===== config.mk =====
export PLATFORM = sky130hd
export DESIGN_NAME = gf2n_arithmetic_unit
export DESIGN_NICKNAME = d
export VERILOG_FILES = /design/src/rtl/gfau_pkg.sv /design/src/rtl/gfau_serial_mul.sv /design/src/rtl/gf2n_arithmetic_unit.sv
export SDC_FILE = /design/constraint.sdc
export NUM_CORES = 1
export LEC_CHECK = 0
export BUFFER_PORTS_ARGS = -buffer_cell sky130_fd_sc_hd__buf_2
export CORE_ASPECT_RATIO = 1.1
export CORE_MARGIN = 2
export CORE_UTILIZATION = 55
export CTS_CLUSTER_SIZE = 10
export DETAILED_ROUTE_END_ITERATION = 8
export HOLD_SLACK_MARGIN = 0.12
export PLACE_DENSITY = 0.74
export SYNTH_ARGS = -nofsm -noshare
export SYNTH_HDL_FRONTEND = slang
export SYNTH_SLANG_ARGS = --single-unit
export TNS_END_PERCENT = 1

===== constraint.sdc =====
create_clock -name clock -period 8.4 [get_ports clock]
set_input_delay 1.26 -clock clock [delete_from_list [all_inputs] [get_ports clock]]
set_output_delay 1.26 -clock clock [all_outputs]
set_load 0.05 [all_outputs]

===== src/rtl/gfau_pkg.sv =====
// shared types and constants of the binary extension field arithmetic unit
`default_nettype none

package gfau_pkg;

   // defaults of the top-level parameters
   localparam int FIELD_DEGREE_DEFAULT  = 16;
   localparam int EXPONENT_BITS_DEFAULT = 32;

   // reduction polynomial after reset, x^8+x^4+x^3+x+1
   localparam logic [31:0] MODULUS_RESET = 32'd283;

   // operation codes
   typedef enum logic [1:0] {
      ACTION_MULTIPLY   = 2'd0,
      ACTION_POWER      = 2'd1,
      ACTION_RECIPROCAL = 2'd2,
      ACTION_DIVIDE     = 2'd3
   } action_type;

   // result status codes
   typedef enum logic [1:0] {
      STATUS_OK          = 2'd0,
      STATUS_UNREDUCED   = 2'd1,
      STATUS_SMALL_MOD   = 2'd2
   } status_type;

   // request word
   typedef struct packed {
      action_type  action;
      logic [15:0] operand_a;
      logic [15:0] operand_b;
      logic [31:0] exponent;
   } req_type;

   // response word
   typedef struct packed {
      logic [15:0] result;
      status_type  status;
   } rsp_type;

endpackage

`default_nettype wire


===== src/rtl/gfau_serial_mul.sv =====
// bit-serial shift-and-xor multiplier modulo a binary polynomial
`default_nettype none

module gfau_serial_mul #(
   parameter int FIELD_DEGREE = 16
) (
   input  wire logic                                    clock,
   input  wire logic                                    reset,
   input  wire logic                                    start,
   input  wire logic [FIELD_DEGREE-1:0]                 op_a,
   input  wire logic [FIELD_DEGREE-1:0]                 op_b,
   input  wire logic [FIELD_DEGREE:0]                   modulus,
   input  wire logic [$clog2(FIELD_DEGREE+1)-1:0]       degree,
   output logic                                         busy,
   output logic [FIELD_DEGREE-1:0]                      product
);

   localparam int N = FIELD_DEGREE;

   logic [N-1:0] acc_ff, acc_in;
   logic [N-1:0] shift_ff, shift_in;
   logic [N-1:0] mult_ff, mult_in;
   logic [N:0]   doubled;

   // runs until every set bit of the multiplier has been consumed
   assign busy    = (mult_ff != '0);
   assign product = acc_ff;

   // one multiplier bit per cycle, multiplicand doubled and reduced
   always_comb begin
      doubled = {shift_ff, 1'b0};
      if (doubled[degree]) begin
         doubled = doubled ^ modulus;
      end
      acc_in   = acc_ff;
      shift_in = shift_ff;
      mult_in  = mult_ff;
      if (start) begin
         acc_in   = '0;
         shift_in = op_a;
         mult_in  = op_b;
      end else if (busy) begin
         if (mult_ff[0]) begin
            acc_in = acc_ff ^ shift_ff;
         end
         shift_in = doubled[N-1:0];
         mult_in  = mult_ff >> 1;
      end
   end

   always_ff @(posedge clock) begin
      if (reset) begin
         mult_ff <= '0;
      end else begin
         mult_ff <= mult_in;
      end
      acc_ff   <= acc_in;
      shift_ff <= shift_in;
   end

endmodule

`default_nettype wire


===== src/rtl/gf2n_arithmetic_unit.sv =====
// top level of the binary extension field multiply, power and inverse unit
//
//  channel | direction | handshake           | word
//  req     | in        | req_valid/req_ready | action, operand_a, operand_b, exponent
//  rsp     | out       | rsp_valid/rsp_ready | result, status
//  csr     | in        | csr_valid/csr_ready | reduction polynomial
//
// one word at a time; the bit-serial multipliers set the pace of every action
// after reset and after each csr write the degree is found by a scan from the top
// bit of the modulus down, during which req_ready and csr_ready stay low
// a result held on a stalled rsp channel does not stop the next word being taken
`default_nettype none

module gf2n_arithmetic_unit #(
   parameter int FIELD_DEGREE  = gfau_pkg::FIELD_DEGREE_DEFAULT,
   parameter int EXPONENT_BITS = gfau_pkg::EXPONENT_BITS_DEFAULT
) (
   input  wire logic                  clock,
   input  wire logic                  reset,
   input  wire logic                  req_valid,
   output logic                       req_ready,
   input  wire gfau_pkg::req_type     req_data,
   output logic                       rsp_valid,
   input  wire logic                  rsp_ready,
   output gfau_pkg::rsp_type          rsp_data,
   input  wire logic                  csr_valid,
   output logic                       csr_ready,
   input  wire logic [FIELD_DEGREE:0] csr_data
);

   import gfau_pkg::*;

   localparam int N  = FIELD_DEGREE;
   localparam int DW = $clog2(FIELD_DEGREE + 1);
   localparam int EW = (EXPONENT_BITS > FIELD_DEGREE) ? EXPONENT_BITS : FIELD_DEGREE;

   typedef enum logic [5:0] {
      ST_IDLE       = 6'b000001,
      ST_CHECK      = 6'b000010,
      ST_POW_STEP   = 6'b000100,
      ST_POW_WAIT   = 6'b001000,
      ST_FINAL_WAIT = 6'b010000,
      ST_FINISH     = 6'b100000
   } state_type;

   state_type state_ff, state_in;

   // modulus and degree scan
   logic [N:0]    modulus_ff;
   logic [N:0]    scan_mod_ff;
   logic [DW-1:0] degree_ff;
   logic          scan_ff;

   // latched request
   action_type    act_ff, act_in;
   logic [N-1:0]  opa_ff, opa_in;
   logic [N-1:0]  opb_ff, opb_in;
   logic [EW-1:0] pexp_ff, pexp_in;

   // power loop
   logic [N-1:0]  acc_ff, acc_in;
   logic [N-1:0]  sq_ff, sq_in;
   logic [EW-1:0] e_ff, e_in;
   logic          use_ff, use_in;
   logic [N-1:0]  res_ff, res_in;
   status_type    status_ff, status_in;

   // output register
   logic          rsp_valid_ff, rsp_valid_in;
   rsp_type       rsp_data_ff, rsp_data_in;

   // multiplier hookup
   logic          mul0_start, mul1_start;
   logic [N-1:0]  mul0_a, mul0_b;
   logic          mul0_busy, mul1_busy;
   logic [N-1:0]  mul0_prod, mul1_prod;

   // derived operand views
   logic [N+15:0]       a_wide, b_wide;
   logic [EW+EXPONENT_BITS-1:0] e_wide;
   logic [N+15:0]       res_wide;
   logic [N-1:0]        high_mask;
   logic [EW-1:0]       recip_exp;
   logic                bad_a, bad_b;

   assign req_ready = (state_ff == ST_IDLE) && !scan_ff;
   assign csr_ready = (state_ff == ST_IDLE) && !scan_ff;
   assign rsp_valid = rsp_valid_ff;
   assign rsp_data  = rsp_data_ff;

   assign a_wide   = {{N{1'b0}}, req_data.operand_a};
   assign b_wide   = {{N{1'b0}}, req_data.operand_b};
   assign e_wide   = {{EW{1'b0}}, req_data.exponent[EXPONENT_BITS-1:0]};
   assign res_wide = {16'b0, res_ff};

   // bits at or above the degree, and the exponent 2^n-2 as a thermometer
   always_comb begin
      for (int i = 0; i < N; i++) begin
         high_mask[i] = (32'(i) >= 32'(degree_ff));
      end
      for (int j = 0; j < EW; j++) begin
         recip_exp[j] = (j >= 1) && (32'(j) < 32'(degree_ff));
      end
   end

   assign bad_a = (act_ff != ACTION_RECIPROCAL) && ((opa_ff & high_mask) != '0);
   assign bad_b = (act_ff != ACTION_POWER) && ((opb_ff & high_mask) != '0);

   // sequencer
   always_comb begin
      state_in     = state_ff;
      act_in       = act_ff;
      opa_in       = opa_ff;
      opb_in       = opb_ff;
      pexp_in      = pexp_ff;
      acc_in       = acc_ff;
      sq_in        = sq_ff;
      e_in         = e_ff;
      use_in       = use_ff;
      res_in       = res_ff;
      status_in    = status_ff;
      rsp_valid_in = rsp_valid_ff && !rsp_ready;
      rsp_data_in  = rsp_data_ff;
      mul0_start   = 1'b0;
      mul1_start   = 1'b0;
      mul0_a       = acc_ff;
      mul0_b       = sq_ff;
      unique case (state_ff)
         ST_IDLE: begin
            if (req_valid && req_ready) begin
               act_in   = req_data.action;
               opa_in   = a_wide[N-1:0];
               opb_in   = b_wide[N-1:0];
               pexp_in  = e_wide[EW-1:0];
               state_in = ST_CHECK;
            end
         end
         ST_CHECK: begin
            res_in = '0;
            if (degree_ff < DW'(2)) begin
               status_in = STATUS_SMALL_MOD;
               state_in  = ST_FINISH;
            end else if (bad_a || bad_b) begin
               status_in = STATUS_UNREDUCED;
               state_in  = ST_FINISH;
            end else begin
               status_in = STATUS_OK;
               acc_in    = N'(1);
               unique case (act_ff)
                  ACTION_MULTIPLY: begin
                     mul0_start = 1'b1;
                     mul0_a     = opa_ff;
                     mul0_b     = opb_ff;
                     state_in   = ST_FINAL_WAIT;
                  end
                  ACTION_POWER: begin
                     sq_in    = opa_ff;
                     e_in     = pexp_ff;
                     state_in = ST_POW_STEP;
                  end
                  ACTION_RECIPROCAL, ACTION_DIVIDE: begin
                     sq_in    = opb_ff;
                     e_in     = recip_exp;
                     state_in = ST_POW_STEP;
                  end
                  default: begin
                     state_in = ST_FINISH;
                  end
               endcase
            end
         end
         ST_POW_STEP: begin
            if (e_ff == '0) begin
               if (act_ff == ACTION_DIVIDE) begin
                  mul0_start = 1'b1;
                  mul0_a     = opa_ff;
                  mul0_b     = acc_ff;
                  state_in   = ST_FINAL_WAIT;
               end else begin
                  res_in   = acc_ff;
                  state_in = ST_FINISH;
               end
            end else begin
               use_in     = e_ff[0];
               mul0_start = e_ff[0];
               mul1_start = 1'b1;
               e_in       = e_ff >> 1;
               state_in   = ST_POW_WAIT;
            end
         end
         ST_POW_WAIT: begin
            if (!mul0_busy && !mul1_busy) begin
               if (use_ff) begin
                  acc_in = mul0_prod;
               end
               sq_in    = mul1_prod;
               state_in = ST_POW_STEP;
            end
         end
         ST_FINAL_WAIT: begin
            if (!mul0_busy) begin
               res_in   = mul0_prod;
               state_in = ST_FINISH;
            end
         end
         ST_FINISH: begin
            if (!rsp_valid_ff || rsp_ready) begin
               rsp_valid_in       = 1'b1;
               rsp_data_in.result = res_wide[15:0];
               rsp_data_in.status = status_ff;
               state_in           = ST_IDLE;
            end
         end
         default: begin
            state_in = ST_IDLE;
         end
      endcase
   end

   // control registers, modulus and degree scan
   always_ff @(posedge clock) begin
      if (reset) begin
         state_ff     <= ST_IDLE;
         rsp_valid_ff <= 1'b0;
         modulus_ff   <= MODULUS_RESET[N:0];
         scan_mod_ff  <= MODULUS_RESET[N:0];
         degree_ff    <= DW'(N);
         scan_ff      <= 1'b1;
      end else begin
         state_ff     <= state_in;
         rsp_valid_ff <= rsp_valid_in;
         if (csr_valid && csr_ready) begin
            modulus_ff  <= csr_data;
            scan_mod_ff <= csr_data;
            degree_ff   <= DW'(N);
            scan_ff     <= 1'b1;
         end else if (scan_ff) begin
            if (scan_mod_ff[N] || (degree_ff == '0)) begin
               scan_ff <= 1'b0;
            end else begin
               scan_mod_ff <= scan_mod_ff << 1;
               degree_ff   <= degree_ff - DW'(1);
            end
         end
      end
   end

   // datapath registers
   always_ff @(posedge clock) begin
      act_ff      <= act_in;
      opa_ff      <= opa_in;
      opb_ff      <= opb_in;
      pexp_ff     <= pexp_in;
      acc_ff      <= acc_in;
      sq_ff       <= sq_in;
      e_ff        <= e_in;
      use_ff      <= use_in;
      res_ff      <= res_in;
      status_ff   <= status_in;
      rsp_data_ff <= rsp_data_in;
   end

   // accumulator times square, and the product of multiply and of the final divide step
   gfau_serial_mul #(
      .FIELD_DEGREE (FIELD_DEGREE)
   ) u_mul0 (
      .clock   (clock),
      .reset   (reset),
      .start   (mul0_start),
      .op_a    (mul0_a),
      .op_b    (mul0_b),
      .modulus (modulus_ff),
      .degree  (degree_ff),
      .busy    (mul0_busy),
      .product (mul0_prod)
   );

   // squaring
   gfau_serial_mul #(
      .FIELD_DEGREE (FIELD_DEGREE)
   ) u_mul1 (
      .clock   (clock),
      .reset   (reset),
      .start   (mul1_start),
      .op_a    (sq_ff),
      .op_b    (sq_ff),
      .modulus (modulus_ff),
      .degree  (degree_ff),
      .busy    (mul1_busy),
      .product (mul1_prod)
   );

endmodule

`default_nettype wire


==> insert_results.sql, run 1 <==
INSERT INTO impl_metrics (metric_group, metric, value, unit) VALUES
('status', 'outcome', 'finished clean', ''),
('power', 'power.leakage', '0.00557', 'uW'),
('die', 'design.die.area', '0.0265', 'mm2'),
('global_routing', 'largest_net_degree_at_the_start_of_global_routing', '68', ''),
('route', 'wl_per_cell', '22.9', 'um'),
('placed_design', 'placed_cell_area', '0.0145', 'mm2'),
('clock_network', 'tritoncts', 'built', ''),
('synthesis', 'netlist_top_cells_area', 'sky130_fd_sc_hd__edfxtp_1 (43%), sky130_fd_sc_hd__dfxtp_1 (16%), sky130_fd_sc_hd__nand2_1 (6.2%)', ''),
('route', 'antenna_left', '0', ''),
('sta', 'setup_total_negative_slack', '0', 'ns'),
('clock_network', 'root_buffer', 'sky130_fd_sc_hd__clkbuf_16', ''),
('sta', 'slew_of_the_pin_with_the_lowest_slew_margin', '1.21', 'ns'),
('clock_network', 'post-cts-setup-buffers', '0', ''),
('placed_design', 'gp_congestion', '0.974', ''),
('synthesis', 'gate_count_of_the_mapped_netlist', '1290', ''),
('sta', 'share_of_the_cycle_needed_by_the_critical_path_after_routing', '0.615', ''),
('global_routing', 'initial_antenna_violation_count', '0', ''),
('synthesis', 'synth_cell_type_count', '75', ''),
('cells_and_area', 'layout-drive-gt1-share', '0.165', ''),
('power', 'ir_worst_vdd', '0.239', 'mV'),
('cells_and_area', 'final_cell_mix', 'sky130_fd_sc_hd__nand2_1 (230), sky130_fd_sc_hd__edfxtp_1 (199), sky130_fd_sc_hd__nor2_1 (110), sky130_fd_sc_hd__dfxtp_1 (110), sky130_fd_sc_hd__buf_2 (108)', ''),
('clock_network', 'cts_hold_repair.buffers', '0', ''),
('power', 'power_per_cell_area', '262', 'mW/mm2'),
('worst_setup_path', 'critPathRequiredTime', '8.82', 'ns'),
('sta', 'report.final.hold_viol_count', '0', ''),
('synthesis', 'synth.avg_cell_area', '10.7', 'um2'),
('synthesis', 'number_of_flops_mapped_to_enable_cells_by_yosys', '199', ''),
('synthesis', 'async_flop_share', '0', ''),
('sta', 'maxSlewViolCount', '0', ''),
('global_routing', 'grt_util_all_layers', '0.295', ''),
('die', 'die-height', '170', 'um'),
('cells_and_area', 'num_antenna_cells', '0', ''),
('run', 'max-cap-violations', '0', ''),
('sta', 'final_period_minus_worst_setup_slack', '5.17', 'ns'),
('cells_and_area', 'final_common_cell', 'sky130_fd_sc_hd__nand2_1', ''),
('placed_design', 'port_buffers', '108', ''),
('cells_and_area', 'multi_input_comb_area', '0.00521', 'mm2'),
('clock_network', 'cts-buffers-inserted', '37', ''),
('worst_setup_path', 'startpoint_type', 'flop', ''),
('worst_setup_path', 'criticalPathCategory', 'flop to flop', ''),
('clock_network', 'cts-root-to-sink-buffers', '3', ''),
('die', 'floorplan.core_area', '0.0246', 'mm2'),
('die', 'io_pins', '109', ''),
('synthesis', 'ys_seq_elements', '309', ''),
('clock_network', 'numClockSinks', '309', ''),
('route', 'drt-pass1-iter-count', '5', ''),
('synthesis', 'synth_top_area_cell', 'sky130_fd_sc_hd__edfxtp_1', ''),
('hold_path', 'min-delay-path-class', 'flop to flop', ''),
('sta', 'fin_worst_skew', '0.0244', 'ns'),
('synthesis', 'yosys_warns', '0', ''),
('synthesis', 'ys_dominant_reg_cell', 'sky130_fd_sc_hd__edfxtp_1', ''),
('synthesis', 'seq_area_frac_synth', '0.590', ''),
('synthesis', 'synth_largest_type_area_fraction', '0.431', ''),
('cells_and_area', 'nFillCells', '2005', ''),
('clock_network', 'htreeDepth', '2', ''),
('cells_and_area', 'area_delta_synth_final', '12.8', '%'),
('clock_network', 'worst_skew_pair_latency', '0.52', 'ns'),
('worst_setup_path', 'crit_path_top_delay_cell', 'sky130_fd_sc_hd__dfxtp_1', ''),
('sta', 'slew-limit-headroom', '0.193', ''),
('clock_network', 'postCtsResizedCells', '0', ''),
('route', 'drc_marker_count_from_the_first_detailed_route_iteration', '1043', ''),
('global_routing', 'first_pass_grt_wire_length', '58600', 'um'),
('worst_setup_path', 'critical_path.cell_chain', 'inv_2 > ha_1 > o21ba_1 > o221ai_1 > a32oi_1 > nand4b_1 > nor3_1 > a31o_1 > or2_1 > buf_4 > o211ai_1 > o32ai_1', ''),
('route', 'num_vias', '10400', ''),
('global_routing', 'first_global_vias', '9902', ''),
('cells_and_area', 'numnets_final', '1465', ''),
('die', 'floorplan.rows', '60', ''),
('cells_and_area', 'seq_area', '0.00818', 'mm2'),
('synthesis', 'post_syn_area', '0.0139', 'mm2'),
('route', 'drt-vias-per-instance', '6.08', ''),
('worst_setup_path', 'critPathArrivalTime', '5.59', 'ns');
[logic make-up after synthesis]
family,count (synthesis),share of synthesized area
and+or+nand+nor,443,0.141
AOI/OAI and AO/OA,325,0.158
DFF,309,0.590
buffers and inverters,105,0.0346
xor gates and xnor gates,67,0.0424
muxes,36,0.0299
adders and majority gates,5,0.00434
[metal layers]
metal | track usage | wire [um]
met5 | 0 | 0
met4 | 0.174 | 2580
met3 | 0.0441 | 2690
met2 | 0.465 | 17800
met1 | 0.390 | 15900
[per-stage QoR]
step | total power, uW | hold slack (ns) | std cells | setup slack [ns] | util
after detailed placement | 2670 | 0.405 | 1644 | 3.37 | 0.591
after global placement | 2660 | 0.401 | 1644 | 3.54 | 0.591
after CTS | 4110 | 0.417 | 1706 | 3.36 | 0.635
after floorplan | 2430 | 0.400 | 1290 | 3.42 | -
final | 4100 | 0.415 | 1706 | 3.23 | 0.635
after global routing | 4250 | 0.417 | 1706 | 2.97 | 0.635
[registers in the layout, summed over array words and instances (netlist names), 6 cells and up]
signal           flops
state_ff             6
u_mul0.product      16
opa_ff              16
u_mul1.product      16
pexp_ff             32
sq_ff               16
u_mul0.mult_ff      16
e_ff                32
res_ff              16
u_mul1.shift_ff     16
opb_ff              16
u_mul1.mult_ff      16
scan_mod_ff         17
acc_ff              16
u_mul0.shift_ff     16
rsp_data            18
modulus_ff          16
[final cells by class]
class,count,share of cell area
multi-input cells,876,0.334
well taps,310,0.0248
repair buffers,128,0.0442
flip-flops and latches,309,0.523
clock buffers,60,0.0681
inverters,21,0.00504
clock inverters,2,0.000881
[final timing paths]
check / endpoint / depth (start not counted) / startpoint / slack [ns]
setup / recovery: u_mul0.mult_ff[2] / 12 / degree_ff[1] / 3.23
hold / removal: rsp_data[2] / 0 / res_ff[0] / 0.41
setup reg to reg: u_mul0.mult_ff[2] / 12 / degree_ff[1] / 3.23
hold reg to reg: rsp_data[2] / 0 / res_ff[0] / 0.41
[power breakdown]
group / leakage [uW] / switching [uW] / total, uW / internal, uW
clock: 0.000520 / 576 / 1440 / 861
sequential: 0.00269 / 127 / 1880 / 1750
combinational: 0.00236 / 494 / 783 / 289
total: 0.00557 / 1200 / 4100 / 2900
[worst max-delay path: cells and delay by family (launching register included)]
kind	cells	cell delay [ns]
compound gates	6	2.05
fa+ha+maj	1	0.27
buf+inv	2	0.54
flops	1	1.00
simple gates	3	1.20
[cells in the mapped netlist, drive strengths merged, types with 5 or more instances]
library cell,instances
o211ai,9
nand2,230
nor3,13
buf,31
inv,21
a21oi,99
dfxtp,110
nor2b,6
edfxtp,199
and2,19
o21a,7
a21o,5
a221oi,21
nand4,5
a211oi,10
xor2,63
nand2b,8
o21ai,98
nand3,8
clkbuf,53
and3,6
a31oi,9
nor4,20
nor2,112
a311oi,13
mux2,13
a22o,17
mux2i,20
Note: power is estimated with default switching activity, not from simulation.
==> run 2, diff against run 1 <==
- CORE_UTILIZATION: 55 -> 54
- PLACE_DENSITY: 0.74 -> 0.76
- clock period: 8.4 -> 4.35 ns (I/O delays scaled with it)
==> insert_results.sql, run 2 (synthesis results as in run 1) <==
INSERT INTO impl_metrics (metric_group, metric, value, unit) VALUES
('sta', 'slew-limit-headroom', '0.271', ''),
('route', 'drt-pass1-iter-count', '6', ''),
('cells_and_area', 'numnets_final', '1477', ''),
('power', 'ir_worst_vdd', '0.474', 'mV'),
('die', 'floorplan.core_area', '0.0253', 'mm2'),
('worst_setup_path', 'criticalPathCategory', 'flop to flop', ''),
('cells_and_area', 'final_cell_mix', 'sky130_fd_sc_hd__nand2_1 (230), sky130_fd_sc_hd__edfxtp_1 (199), sky130_fd_sc_hd__nor2_1 (110), sky130_fd_sc_hd__dfxtp_1 (110), sky130_fd_sc_hd__buf_2 (108)', ''),
('route', 'wl_met2', '18100', 'um'),
('clock_network', 'cts-buffers-inserted', '37', ''),
('run', 'max-cap-violations', '0', ''),
('sta', 'fmaxAchievable', '270', 'MHz'),
('sta', 'report.final.hold_viol_count', '0', ''),
('sta', 'timing.hold.ws', '0.313', 'ns'),
('placed_design', 'detailed_place_hpwl', '28400', 'um'),
('worst_setup_path', 'cpPeakStageDelay', '0.55', 'ns'),
('cells_and_area', 'nFillCells', '2035', ''),
('route', 'drc_errors', '0', ''),
('sta', 'final_period_minus_worst_setup_slack', '3.70', 'ns'),
('global_routing', 'initial_antenna_violation_count', '0', ''),
('clock_network', 'worst_skew_pair_latency', '0.51', 'ns'),
('cells_and_area', 'post-route-cell-area', '0.0158', 'mm2'),
('hold_path', 'min-delay-path-class', 'primary input to flop', ''),
('worst_setup_path', 'crit_path_top_delay_cell', 'sky130_fd_sc_hd__or2_1', ''),
('placed_design', 'gp_congestion', '1.00', ''),
('route', 'drt-vias-per-instance', '5.98', ''),
('route', 'wl', '38900', 'um'),
('cells_and_area', 'layout-drive-gt1-share', '0.172', ''),
('die', 'floorplan.initialDensity', '0.548', ''),
('cells_and_area', 'utilization', '0.624', ''),
('die', 'floorplan.rows', '61', ''),
('sta', 'unrepaired_setup_endpoints_after_global_routing', 'false', ''),
('clock_network', 'clkSlewWorstSetupHoldPaths', '0.05', 'ns'),
('cells_and_area', 'area_delta_synth_final', '13.9', '%'),
('route', 'antenna_left', '0', ''),
('clock_network', 'postCtsResizedCells', '0', ''),
('clock_network', 'numClockSinks', '309', ''),
('cells_and_area', 'final_common_cell', 'sky130_fd_sc_hd__nand2_1', ''),
('global_routing', 'grt_overflow', '0', ''),
('global_routing', 'largest_net_degree_at_the_start_of_global_routing', '67', ''),
('die', 'io_pins', '109', ''),
('worst_setup_path', 'critPathArrivalTime', '4.12', 'ns'),
('clock_network', 'cts-root-to-sink-buffers', '3', ''),
('route', 'detail_route.wirelength.met1', '15800', 'um'),
('route', 'met3_wirelength', '2790', 'um'),
('cells_and_area', 'num_antenna_cells', '0', ''),
('clock_network', 'tritoncts', 'built', ''),
('power', 'power.leakage', '0.00564', 'uW'),
('sta', 'fin_worst_skew', '0.0172', 'ns'),
('worst_setup_path', 'worstPathMaxFanout', '18', ''),
('route', 'num_vias', '10500', ''),
('power', 'power_per_cell_area', '501', 'mW/mm2'),
('sta', 'share_of_the_cycle_needed_by_the_critical_path_after_routing', '0.851', ''),
('clock_network', 'root_buffer', 'sky130_fd_sc_hd__clkbuf_16', ''),
('die', 'design.die.area', '0.0270', 'mm2'),
('worst_setup_path', 'critical_path.cell_chain', 'inv_1 > ha_1 > o21ba_1 > o221ai_1 > a32oi_1 > nand4b_1 > nor3_1 > a31o_1 > or2_1 > buf_4 > nor2_1 > a311oi_2', ''),
('die', 'die_w', '157', 'um'),
('route', 'drc_marker_count_from_the_first_detailed_route_iteration', '1164', ''),
('global_routing', 'first_pass_grt_wire_length', '59300', 'um'),
('route', 'top_layer_in_use', 'met4', ''),
('global_routing', 'first_global_vias', '10000', ''),
('die', 'die-height', '172', 'um'),
('worst_setup_path', 'startpoint_type', 'flop', ''),
('global_routing', 'grt_util_all_layers', '0.295', ''),
('clock_network', 'cts_hold_repair.buffers', '0', ''),
('route', 'wl_per_cell', '22.2', 'um'),
('status', 'outcome', 'finished clean', ''),
('sta', 'maxSlewViolCount', '0', ''),
('placed_design', 'placed_cell_area', '0.0147', 'mm2'),
('clock_network', 'post-cts-setup-buffers', '0', ''),
('clock_network', 'htreeDepth', '2', ''),
('sta', 'slew_of_the_pin_with_the_lowest_slew_margin', '1.09', 'ns'),
('sta', 'setup_total_negative_slack', '0', 'ns'),
('placed_design', 'port_buffers', '108', ''),
('sta', 'setup_viol', '0', ''),
('worst_setup_path', 'critPathRequiredTime', '4.77', 'ns'),
('worst_setup_path', 'endpoint_class_of_the_critical_path', 'flop', '');
run 2: worst paths after layout:
kind | slack [ns] | to | depth (start not counted) | startpoint
setup / recovery | 0.65 | u_mul0.mult_ff[14] | 12 | degree_ff[0]
hold / removal | 0.31 | opa_ff[14] | 1 | req_data[62]
setup reg to reg | 0.65 | u_mul0.mult_ff[14] | 12 | degree_ff[0]
hold reg to reg | 0.42 | rsp_data[1] | 0 | status_ff[1]
run 2: final cells by class:
cell class,instances,area [um2],area share
sequential,309,8180,0.518
multi-input combinational,876,5210,0.330
clock buffer,58,1060,0.0669
timing repair buffer,140,793,0.0503
tap,346,433,0.0274
inverter,21,78.8,0.00500
clock inverter,3,23.8,0.00151
run 2: per-stage QoR:
| step | setup slack [ns] | cells | total power [uW] |
|---|---|---|---|
| global placement | 0.769 | 1692 | 5130 |
| floorplan | -0.275 | 1290 | 4690 |
| detailed placement | 0.696 | 1692 | 5170 |
| finish | 0.650 | 1753 | 7910 |
| global route | 0.296 | 1753 | 8240 |
| CTS | 0.682 | 1753 | 7910 |
run 2: critical path: cells and delay by family (launching register included):
kind	cells	cell delay, ns
simple gates	4	1.12
fa+ha+maj	1	0.26
flops	1	0.32
compound gates	5	1.40
buf+inv	2	0.50
run 2: where the power goes:
part / switching (uW) / total (uW) / internal [uW]
clock network: 1100 / 2750 / 1650
logic: 977 / 1560 / 578
registers: 218 / 3600 / 3380
run 2: per-layer routing:
| layer | vias to the layer above | global-route usage |
|---|---|---|
| met5 | - | 0 |
| li1 | 4857 | - |
| met2 | 513 | 0.473 |
| met3 | 98 | 0.0471 |
| met1 | 5010 | 0.392 |
| met4 | 0 | 0.146 |
==> run 3, diff against run 2 <==
- CORE_UTILIZATION: 54 -> 30
- PLACE_DENSITY: 0.76 -> default
==> insert_results.sql, run 3 (synthesis results as in run 1) <==
INSERT INTO impl_metrics (metric_group, metric, value, unit) VALUES
('run', 'max-cap-violations', '0', ''),
('sta', 'fin_worst_skew', '0.0139', 'ns'),
('die', 'die-height', '229', 'um'),
('cells_and_area', 'final_cell_mix', 'sky130_fd_sc_hd__nand2_1 (230), sky130_fd_sc_hd__edfxtp_1 (199), sky130_fd_sc_hd__nor2_1 (110), sky130_fd_sc_hd__dfxtp_1 (110), sky130_fd_sc_hd__buf_2 (108)', ''),
('sta', 'maxSlewViolCount', '0', ''),
('global_routing', 'largest_net_degree_at_the_start_of_global_routing', '63', ''),
('cells_and_area', 'numnets_final', '1473', ''),
('cells_and_area', 'area_delta_synth_final', '16.0', '%'),
('cells_and_area', 'final_common_cell', 'sky130_fd_sc_hd__nand2_1', ''),
('global_routing', 'grt_util_all_layers', '0.163', ''),
('clock_network', 'cts_hold_repair.buffers', '0', ''),
('worst_setup_path', 'endpoint_class_of_the_critical_path', 'flop', ''),
('sta', 'slew_of_the_pin_with_the_lowest_slew_margin', '1.06', 'ns'),
('power', 'ir_worst_vdd', '0.306', 'mV'),
('clock_network', 'postCtsResizedCells', '0', ''),
('worst_setup_path', 'worstPathMaxFanout', '18', ''),
('status', 'outcome', 'finished clean', ''),
('clock_network', 'numClockSinks', '309', ''),
('route', 'drc_marker_count_from_the_first_detailed_route_iteration', '759', ''),
('die', 'floorplan.rows', '82', ''),
('sta', 'fmaxAchievable', '294', 'MHz'),
('hold_path', 'min-delay-path-class', 'primary input to flop', ''),
('clock_network', 'clkSlewWorstSetupHoldPaths', '0.06', 'ns'),
('power', 'comb_power_share', '0.196', ''),
('clock_network', 'tritoncts', 'built', ''),
('die', 'die_w', '209', 'um'),
('route', 'drt-pass1-iter-count', '6', ''),
('placed_design', 'port_buffers', '108', ''),
('power', 'design_power_total', '8020', 'uW'),
('die', 'floorplan.core_area', '0.0456', 'mm2'),
('sta', 'slew-limit-headroom', '0.291', ''),
('sta', 'share_of_the_cycle_needed_by_the_critical_path_after_routing', '0.781', ''),
('power', 'power_per_cell_area', '499', 'mW/mm2'),
('cells_and_area', 'layout-drive-gt1-share', '0.170', ''),
('cells_and_area', 'num_antenna_cells', '0', ''),
('global_routing', 'first_global_vias', '9859', ''),
('global_routing', 'grt_overflow', '0', ''),
('power', 'power.internal', '5670', 'uW'),
('cells_and_area', 'nFillCells', '4598', ''),
('route', 'antenna_left', '0', ''),
('route', 'drc_errors', '0', ''),
('clock_network', 'htreeDepth', '2', ''),
('sta', 'unrepaired_setup_endpoints_after_global_routing', 'false', ''),
('clock_network', 'worst_skew_pair_latency', '0.52', 'ns'),
('power', 'power.leakage', '0.00562', 'uW'),
('route', 'drt-vias-per-instance', '5.06', ''),
('clock_network', 'root_buffer', 'sky130_fd_sc_hd__clkbuf_16', ''),
('route', 'wl_per_cell', '19.9', 'um'),
('power', 'netSwitchingFraction', '0.293', ''),
('placed_design', 'gp_congestion', '0.925', ''),
('power', 'p_seq_frac', '0.448', ''),
('sta', 'timing.hold.ws', '0.305', 'ns'),
('clock_network', 'cts-root-to-sink-buffers', '3', ''),
('worst_setup_path', 'critPathRequiredTime', '4.77', 'ns'),
('route', 'num_vias', '10100', ''),
('placed_design', 'detailed_place_hpwl', '29100', 'um'),
('worst_setup_path', 'critPathArrivalTime', '3.81', 'ns'),
('global_routing', 'first_pass_grt_wire_length', '60100', 'um'),
('sta', 'report.final.hold_viol_count', '0', ''),
('sta', 'setup_total_negative_slack', '0', 'ns'),
('cells_and_area', 'utilization', '0.353', ''),
('sta', 'final_period_minus_worst_setup_slack', '3.40', 'ns'),
('die', 'io_pins', '109', ''),
('die', 'design.die.area', '0.0479', 'mm2'),
('worst_setup_path', 'criticalPathCategory', 'flop to flop', ''),
('sta', 'setup_viol', '0', ''),
('clock_network', 'post-cts-setup-buffers', '0', ''),
('route', 'wl', '39700', 'um'),
('die', 'floorplan.initialDensity', '0.304', ''),
('power', 'switching_power', '2350', 'uW'),
('cells_and_area', 'seq_area', '0.00818', 'mm2'),
('global_routing', 'initial_antenna_violation_count', '0', ''),
('power', 'p_clk_frac', '0.357', ''),
('worst_setup_path', 'startpoint_type', 'flop', ''),
('cells_and_area', 'multi_input_comb_area', '0.00522', 'mm2'),
('clock_network', 'cts-buffers-inserted', '37', '');
## run 3: cell count changes in the layout (fill, tap and decap cells not counted), sizes merged
cell,change
clkinv,-3
bufinv,+1
buf,-4
inv,+2
clkbuf,+6
## run 3: stage by stage
stage | instances | setup WS (ns) | instance area, um2
6_report | 1997 | 0.953 | 16100
3_5_place_dp | 1930 | 1.04 | 15000
4_1_cts | 1997 | 1.03 | 16100
2_1_floorplan | 1290 | -0.275 | 13900
5_1_grt | 1997 | 0.747 | 16100
3_3_place_gp | 1930 | 1.02 | 15000
## run 3: final timing paths
path | cells past startpoint | slack [ns] | start | endpoint
min reg2reg | 0 | 0.41 | res_ff[12] | rsp_data[14]
max reg2reg | 10 | 0.95 | degree_ff[2] | u_mul0.mult_ff[9]
min | 1 | 0.31 | req_data[23] | pexp_ff[23]
max | 10 | 0.95 | degree_ff[2] | u_mul0.mult_ff[9]
## run 3: cell type report
type / count / share of cell area
Clock buffer: 64 / 0.0658
Clock inverter: 3 / 0.00296
Inverter: 21 / 0.00490
Multi-Input combinational cell: 876 / 0.324
Sequential cell: 309 / 0.509
Tap cell: 588 / 0.0458
Timing Repair Buffer: 136 / 0.0475
## run 3: per-layer routing
layer / share of wire / up-vias / global-route usage
li1: - / 4855 / -
met1: 0.47 / 4810 / 0.236
met2: 0.42 / 380 / 0.241
met3: 0.078 / 69 / 0.0344
met4: 0.030 / 0 / 0.0565
met5: 0 / - / 0
## run 3: critical path, stage by stage (launching register included)
cell	delay [ns]
sky130_fd_sc_hd__dfxtp_1	0.64
sky130_fd_sc_hd__buf_4	0.39
sky130_fd_sc_hd__nand2b_1	0.15
sky130_fd_sc_hd__a31oi_1	0.09
sky130_fd_sc_hd__a32oi_1	0.22
sky130_fd_sc_hd__nand4b_1	0.19
sky130_fd_sc_hd__nor3_1	0.28
sky130_fd_sc_hd__a31o_1	0.32
sky130_fd_sc_hd__or2_1	0.55
sky130_fd_sc_hd__o211ai_1	0.26
sky130_fd_sc_hd__o32ai_1	0.19
## run 3: power by group through the flow
stage | clock network, uW | logic [uW] | registers [uW]
after CTS | 2930 | 1560 | 3580
after global routing | 3060 | 1730 | 3600
after floorplan | 0 | 1170 | 3530
after detailed placement | 0 | 1550 | 3640
final | 2860 | 1570 | 3590
after global placement | 0 | 1530 | 3640
